## config.mk

```make
export PLATFORM = sky130hd
export DESIGN_NAME = slcl_queue
export DESIGN_NICKNAME = d
export VERILOG_FILES = /design/src/design/slcl_pkg.sv /design/src/design/slcl_queue.sv
export SDC_FILE = /design/constraint.sdc
export NUM_CORES = 1
export LEC_CHECK = 0
export BUFFER_PORTS_ARGS = -buffer_cell sky130_fd_sc_hd__buf_2
export CAP_MARGIN = 40
export CORE_ASPECT_RATIO = 1.2
export CORE_MARGIN = 3
export CORE_UTILIZATION = 45
export CTS_CLUSTER_DIAMETER = 150
export DETAILED_ROUTE_END_ITERATION = 8
export PLACE_DENSITY = 0.84
export REMOVE_ABC_BUFFERS = 1
export SYNTH_ARGS = -nofsm -noshare
export SYNTH_HDL_FRONTEND = slang
export SYNTH_SLANG_ARGS = --single-unit
```

## constraint.sdc

```tcl
create_clock -name clock -period 1.6 [get_ports clock]
set_input_delay 0.24 -clock clock [delete_from_list [all_inputs] [get_ports clock]]
set_output_delay 0.24 -clock clock [all_outputs]
set_load 0.02 [all_outputs]
```

## src/design/slcl_pkg.sv

```systemverilog
// Shared constants, state encodings and helpers for the set-associative LRU lookup.
// No dependencies; every other design file refers to it by scoped names.

package slcl_pkg;

   localparam int DEF_WAYS        = 2;
   localparam int DEF_SETS        = 2048;
   localparam int DEF_OFFSET_BITS = 12;

   localparam int ADDR_W      = 31;
   localparam int STAMP_W     = 32;
   localparam int COUNT_W     = 32;
   localparam int QUEUE_DEPTH = 2;

   typedef enum logic [1:0] {
      FR_IDLE,
      FR_DIV,
      FR_PUSH
   } front_state_type;

   typedef enum logic [2:0] {
      BK_CLEAR,
      BK_IDLE,
      BK_LOOK,
      BK_SCAN,
      BK_WRITE
   } back_state_type;

   // Saturating increment for the access clock and the totals.
   function automatic logic [COUNT_W-1:0] sat_inc(input logic [COUNT_W-1:0] v);
      logic [COUNT_W-1:0] r;
      r = (v == {COUNT_W{1'b1}}) ? v : v + COUNT_W'(1);
      return r;
   endfunction

endpackage

```

## src/design/slcl_queue.sv

```systemverilog
// Short FIFO between the front end and the back end.
// Depends on slcl_pkg for its default depth.

module slcl_queue #(
   parameter int DATA_W = 20,
   parameter int DEPTH  = slcl_pkg::QUEUE_DEPTH
) (
   input  logic              clock,
   input  logic              reset,
   input  logic              push,
   input  logic [DATA_W-1:0] push_data,
   input  logic              pop,
   output logic [DATA_W-1:0] head_data,
   output logic              full,
   output logic              empty
);

   localparam int PTR_W = (DEPTH > 1) ? $clog2(DEPTH) : 1;
   localparam int CNT_W = $clog2(DEPTH + 1);

   logic [DATA_W-1:0] slot_ff [DEPTH];
   logic [PTR_W-1:0]  wr_ptr_ff, rd_ptr_ff;
   logic [CNT_W-1:0]  count_ff;
   logic              do_push, do_pop;

   assign full      = (count_ff == CNT_W'(DEPTH));
   assign empty     = (count_ff == '0);
   assign do_push   = push && !full;
   assign do_pop    = pop && !empty;
   assign head_data = slot_ff[rd_ptr_ff];

   always_ff @(posedge clock) begin
      if (reset) begin
         wr_ptr_ff <= '0;
         rd_ptr_ff <= '0;
         count_ff  <= '0;
      end else begin
         if (do_push) begin
            wr_ptr_ff <= (wr_ptr_ff == PTR_W'(DEPTH - 1)) ? '0 : wr_ptr_ff + PTR_W'(1);
         end
         if (do_pop) begin
            rd_ptr_ff <= (rd_ptr_ff == PTR_W'(DEPTH - 1)) ? '0 : rd_ptr_ff + PTR_W'(1);
         end
         if (do_push && !do_pop) begin
            count_ff <= count_ff + CNT_W'(1);
         end else if (do_pop && !do_push) begin
            count_ff <= count_ff - CNT_W'(1);
         end
      end
      if (do_push) begin
         slot_ff[wr_ptr_ff] <= push_data;
      end
   end

endmodule

```

==> key figures, run 1 <==
Run status
  • Run status: finished, final reports clean

Synth
  • Synth top area cells: edfxtp_1 73%, mux2_2 14%, dfxtp_1 6.1%, xor2_1 1.6%, nor2_1 1.1%
  • Post-Syn Area: 1654 um^2
  • Yosys warns: 0
  • Sequential share of the synthesized area: 78.67%
  • Syn Inst Count: 87
  • Mean area per synthesized cell: 19.01 um^2
  • Top cell type by total area after synthesis: edfxtp_1
  • Synth cell types: 13
  • Synth Register Bits: 45
  • Post-synth top area share: 72.62%

Worst setup path
  • Critical path, cell by cell: buf_4, mux2_2, buf_2
  • Peak per-stage delay on the critical path: 0.36 ns
  • WP data arrival: 1.29 ns
  • CP max stage cell: dfxtp_4
  • CP max FO: 5
  • Crit path required time: 1.36 ns
  • Top delay family on crit path: flip-flops
  • WP buf/inv: 2
  • Startpoint types: flip-flop
  • Setup crit end kind: primary output
  • Crit path kind: reg -> out

STA
  • Setup WS post-layout: 0.07004 ns
  • Fin. Hold Viols: 0
  • Max Clk Rate: 653.6 MHz
  • Min Clock Period, post-route: 1.530 ns
  • Slew of the pin with the lowest slew margin: 0.2733 ns
  • Rel. slew slack: 81.58%
  • Slew Viols, Final: 0
  • Worst Clk Skew: 0.003031 ns
  • Final setup viols: 0
  • RSZ-0062 raised after global routing: no
  • Crit share post-route: 95.62%

Layout
  • Commonest non-fill, non-tap cell in the layout: buf_2
  • Inserted Diodes: 0
  • Most frequent cells in the layout: 45 x buf_2, 40 x edfxtp_1, 20 x mux2_2
  • Area growth syn-to-layout: 25.34%
  • Layout cell share with drive strength beyond 1: 55.63%
  • Final nets: 167
  • Finished Layout Cells: 179
  • Final instance area: 2073 um^2

Routing
  • Routed WL per cell: 14.78 um
  • Total Wirelength: 2645 um
  • Vias: 894
  • ANT nets after route: 0
  • Post-route DRC violation count: 0
  • Via density: 4.994
  • DR iter-0 viols: 19
  • Drt first pass iters: 3

CTS
  • CTS resizes: 0
  • CTS tree: yes
  • Number of buffers created by CTS: 5
  • Hold Buf Count CTS: 0
  • H-tree depth: 2
  • Clock sinks: 45
  • Post-CTS Setup Inserts: 0
  • Worst-path clk slew: 0.07 ns
  • Clk_lat worst skew: 0.28 ns
  • CTS root buf: clkbuf_8
  • Clock Path Buffers: 2

Die
  • Row count: 23
  • Die X: 61.35 um
  • Die area: 4442 um^2
  • Die Ht: 72.42 um
  • Area of the core: 3425 um^2
  • Initial Util: 48.30%
  • I/O Pins: 46

Power and ir drop
  • Overall Power: 3.262 mW
  • Max IR drop VDD: 0.8133 mV
  • P per Cell Area: 1574 nW/um^2
  • Leakage: 0.8012 nW

Placement
  • DPL Wire Length: 1898 um
  • Buffers on Ports: 45
  • Setup WS pre-CTS: 0.03294 ns
  • Placed cell area: 1971 um^2
  • Dpl cells: 171
  • GPL Wtd Cong: 0.7873

Global route
  • Vias in the first global route: 982
  • Total congestion overflow: 0
  • Total track usage: 13.15%
  • First-pass GRT wire length: 4195 um
  • Initial antenna violation count: 0
  • Largest net degree at the start of global routing: 21

Worst hold path
  • HP Class: in -> reg

Flow run
  • Max-cap violation count: 0
-- flip-flops by register name, summed over array words and instances, names as in the netlist, named ones only --
name,count
rd_ptr_ff,1
wr_ptr_ff,1
count_ff,2
slot_ff,40
-- where the power goes --
part           internal [mW]  switching [mW]
Sequential              1.49          0.0732
Clock                  0.294           0.311
Combinational          0.485           0.606
Total                   2.27           0.990
-- cells by family after synthesis --
family,after synthesis,synth area share [%]
and+or+nand+nor,9,2.799
adders and majority gates,1,0.7563
DFF,45,78.67
muxes,20,13.62
buffers and inverters,4,1.059
AOI/OAI and AO/OA,5,1.513
xor gates and xnor gates,3,1.589
-- Yosys cell counts --
master	instances
dfxtp_1	5
nor2b_2	1
ha_1	1
edfxtp_1	40
nor2_1	5
buf_2	2
mux2_2	20
a21oi_1	2
o21ai_0	3
inv_1	2
and2_1	1
xor2_1	3
or3_1	2
-- final timing paths --
kind	end	slack, ns	cells past startpoint	startpoint
min	slot_ff[0][6]$_DFFE_PP_	0.14	1	push_data[6]
min reg2reg	wr_ptr_ff$_SDFFE_PP0P_	0.50	2	wr_ptr_ff$_SDFFE_PP0P_
max	head_data[7]	0.07	3	flip-flop
max reg2reg	count_ff[1]$_SDFFE_PP0P_	0.10	4	count_ff[0]$_SDFFE_PP0P_
-- routing by layer --
| layer | global-route usage [%] | up-vias | share of wire [%] |
|---|---|---|---|
| met5 | 0 | - | 0 |
| met3 | 6.050 | 7 | 6.9 |
| met2 | 23.76 | 30 | 55 |
| met1 | 12.48 | 417 | 36 |
| li1 | - | 440 | - |
| met4 | 4.953 | 0 | 2.2 |
-- layout make-up --
type | instances | area, um^2
multi-input cells | 38 | 340.3
clock inverters | 1 | 3.754
fillers | 275 | 1351
clock buffers | 6 | 72.57
well taps | 37 | 46.29
repair buffers | 50 | 295.3
flip-flops and latches | 45 | 1308
inverters | 2 | 7.507
-- through the flow --
stage / setup TNS, ns / hold slack, ns / util [%]
floorplan: -0.6863 / 0.3091 / -
global placement: 0 / 0.4284 / 57.54
detailed placement: 0 / 0.4310 / 57.54
CTS: 0 / 0.1312 / 59.77
global route: 0 / 0.1275 / 60.54
finish: 0 / 0.1431 / 60.54
Note: power is estimated with default switching activity, not from simulation.
==> inputs of run 2 (changes only) <==
--- a/config.mk
+++ b/config.mk
@@ -7,9 +7,11 @@
 export LEC_CHECK = 0
 export BUFFER_PORTS_ARGS = -buffer_cell sky130_fd_sc_hd__buf_2
 export CAP_MARGIN = 40
+export CELL_PAD_IN_SITES_DETAIL_PLACEMENT = 1
+export CELL_PAD_IN_SITES_GLOBAL_PLACEMENT = 2
 export CORE_ASPECT_RATIO = 1.2
 export CORE_MARGIN = 3
-export CORE_UTILIZATION = 45
+export CORE_UTILIZATION = 32
 export CTS_CLUSTER_DIAMETER = 150
 export DETAILED_ROUTE_END_ITERATION = 8
 export PLACE_DENSITY = 0.84
==> run 2 against run 1 <==
Critical path type unchanged; critical path depth unchanged; sequential cell count unchanged; critical endpoint is now head_data[11]; fmax down 0.36%; non-clock buffer count down 1; final cell count up 13%; die area up 37%; via count up 2.2%; clock power up 10%; design area up 1.6%; combinational power about the same.
==> key figures, run 2 (same netlist as run 1, synthesis figures left out) <==
Worst setup path
  • CP max stage cell: dfxtp_2
  • Top delay family on crit path: flip-flops
  • Critical path, cell by cell: buf_12, mux2_2, buf_2
  • Peak per-stage delay on the critical path: 0.36 ns (about the same)
  • WP buf/inv: 2 (unchanged)
  • RR Startpoint: count_ff[1]$_SDFFE_PP0P_
  • CP max FO: 14 (+9)
  • Setup crit end kind: primary output
  • WP data arrival: 1.30 ns (about the same)
  • Crit path required time: 1.36 ns (about the same)
  • Startpoint types: flip-flop
  • Crit path kind: reg -> out

Power and ir drop
  • Leakage: 0.8023 nW (+0.14%)
  • Switch Pwr: 1.053 mW (+6.4%)
  • Register share of total power: 47.0% (-1.0 points)
  • Switching share of power: 31.63% (+1.3 points)
  • Internal power: 2.277 mW (+0.19%)
  • Overall Power: 3.330 mW (+2.1%)
  • Max IR drop VDD: 0.6605 mV (-19%)
  • Comb power frac: 33.1% (-0.3 points)
  • P per Cell Area: 1580 nW/um^2 (+0.44%)
  • Clock power frac: 20.0% (+1.5 points)

Layout
  • Layout cell share with drive strength beyond 1: 57.04% (+1.4 points)
  • Commonest non-fill, non-tap cell in the layout: buf_2
  • Largest registers: slot_ff x40, count_ff x2
  • Number of flip-flops in the largest register: 40 (unchanged)
  • Largest Register: slot_ff
  • # fillers: 513 (+87%)
  • Area growth syn-to-layout: 27.38%
  • Inserted Diodes: 0 (unchanged)
  • Most frequent cells in the layout: 45 x buf_2, 40 x edfxtp_1, 20 x mux2_2
  • Finished Layout Cells: 202 (+13%)
  • Final nets: 166 (-0.60%)

STA
  • Slew Viols, Final: 0 (unchanged)
  • Crit share post-route: 95.97% (+0.35 points)
  • Min Clock Period, post-route: 1.536 ns (+0.005572 ns)
  • Rel. slew slack: 83.82% (+2.2 points)
  • Max Clk Rate: 651.2 MHz (-0.36%)
  • Final setup viols: 0 (unchanged)
  • RSZ-0062 raised after global routing: yes
  • Slew of the pin with the lowest slew margin: 0.2411 ns (-0.03227 ns)
  • Fin. Hold Viols: 0 (unchanged)
  • Worst Clk Skew: 0.003287 ns (+0.0002562 ns)

CTS
  • Clock sinks: 45 (unchanged)
  • CTS root buf: clkbuf_8
  • Clk_lat worst skew: 0.29 ns (about the same)
  • Number of buffers created by CTS: 5 (unchanged)
  • Worst-path clk slew: 0.08 ns (about the same)
  • H-tree depth: 2 (unchanged)
  • Clock Path Buffers: 2 (unchanged)
  • CTS tree: yes
  • Post-CTS Setup Inserts: 0 (unchanged)

Routing
  • Routed WL per cell: 14.61 um (-1.1%)
  • Via density: 4.525 (-9.4%)
  • ANT nets after route: 0 (unchanged)
  • Drt first pass iters: 5 (+2)
  • Post-route DRC violation count: 0 (unchanged)
  • DR iter-0 viols: 28 (+9)
  • Total Wirelength: 2951 um (+12%)
  • Vias: 914 (+2.2%)

Placement
  • Buffers on Ports: 45 (unchanged)
  • Dpl cells: 194 (+13%)
  • DPL Wire Length: 2114 um (+11%)
  • GPL Wtd Cong: 0.6720 (-15%)

Die
  • Initial Util: 33.25% (-15 points)
  • Row count: 28 (+22%)
  • Die X: 71.63 um (+17%)
  • Area of the core: 4975 um^2 (+45%)
  • Die area: 6071 um^2 (+37%)
  • Die Ht: 84.76 um (+17%)
  • I/O Pins: 46 (unchanged)

Run status
  • Run status: finished, final reports clean

Global route
  • First-pass GRT wire length: 4857 um (+16%)
  • GR peak layer: met2
  • Met3 usage: 3.593% (-2.5 points)
  • Largest net degree at the start of global routing: 21 (unchanged)
  • Total track usage: 10.61% (-2.5 points)
  • Vias in the first global route: 1,040 (+5.9%)
  • M2 GR Usage: 18.48% (-5.3 points)
  • Total congestion overflow: 0 (unchanged)
  • Initial antenna violation count: 0 (unchanged)
  • M1 GR Usage: 11.31% (-1.2 points)

Worst hold path
  • HP Class: in -> reg
  • Hold path start: push_data[17]

Flow run
  • Max-cap violation count: 0 (unchanged)
## run 2: area by class of cell
type | count | area, um^2 | area share (%)
repair buffers | 49 | 292.8 | 13.90
clock buffers | 5 | 68.82 | 3.266
well taps | 60 | 75.07 | 3.563
multi-input cells | 38 | 340.3 | 16.15
flip-flops and latches | 45 | 1305 | 61.94
clock inverters | 3 | 17.52 | 0.8314
inverters | 2 | 7.507 | 0.3563
## run 2: through the flow
| step | setup WS [ns] | area [um^2] | setup TNS (ns) | util [%] | hold slack, ns |
|---|---|---|---|---|---|
| after floorplan | -0.03431 | 1644 | -0.6863 | - | 0.3091 |
| after global placement | 0.1505 | 1999 | 0 | 40.19 | 0.4287 |
| after detailed placement | -0.006549 | 1999 | -0.006549 | 40.19 | 0.4317 |
| after CTS | 0.008625 | 2096 | 0 | 42.13 | 0.1187 |
| after global routing | -0.005844 | 2107 | -0.005844 | 42.35 | 0.1166 |
| final | 0.06447 | 2107 | 0 | 42.35 | 0.1329 |
## run 2: power by group through the flow
stage               combinational (mW)  sequential [mW]  clock [mW]
detailed placement                1.09             1.58           0
floorplan                        0.659             1.60           0
finish                            1.10             1.56       0.665
global route                      1.20             1.58       0.749
global placement                  1.06             1.56           0
CTS                               1.11             1.56       0.701
## run 2: path summary, 6_finish.rpt
path	end	slack, ns	cells after the start
worst min-delay path	slot_ff[1][17]$_DFFE_PP_	0.13	1
worst min register to register	wr_ptr_ff$_SDFFE_PP0P_	0.52	2
worst max-delay path	head_data[11]	0.06	3
worst max register to register	count_ff[1]$_SDFFE_PP0P_	0.10	5
## run 2: metal layers
| metal | part of all wire, % | wire (um) |
|---|---|---|
| met2 | 53 | 1573 |
| met1 | 38 | 1107 |
| met4 | 2.1 | 63 |
| met3 | 7.0 | 206 |
| met5 | 0 | 0 |
## run 2: timing repair
action,CTS,global route
setup endpoints to repair,15,11
hold buffers,0,0
pin swaps,0,1
gates resized for setup,4,4
## run 2: worst reg2reg max path, stage by stage (launching register included)
cell and delay [ns]:
dfxtp_2 0.36, nor2b_4 0.17, nor2_1 0.07, ha_1 0.32
or3_1 0.36, a21oi_1 0.15
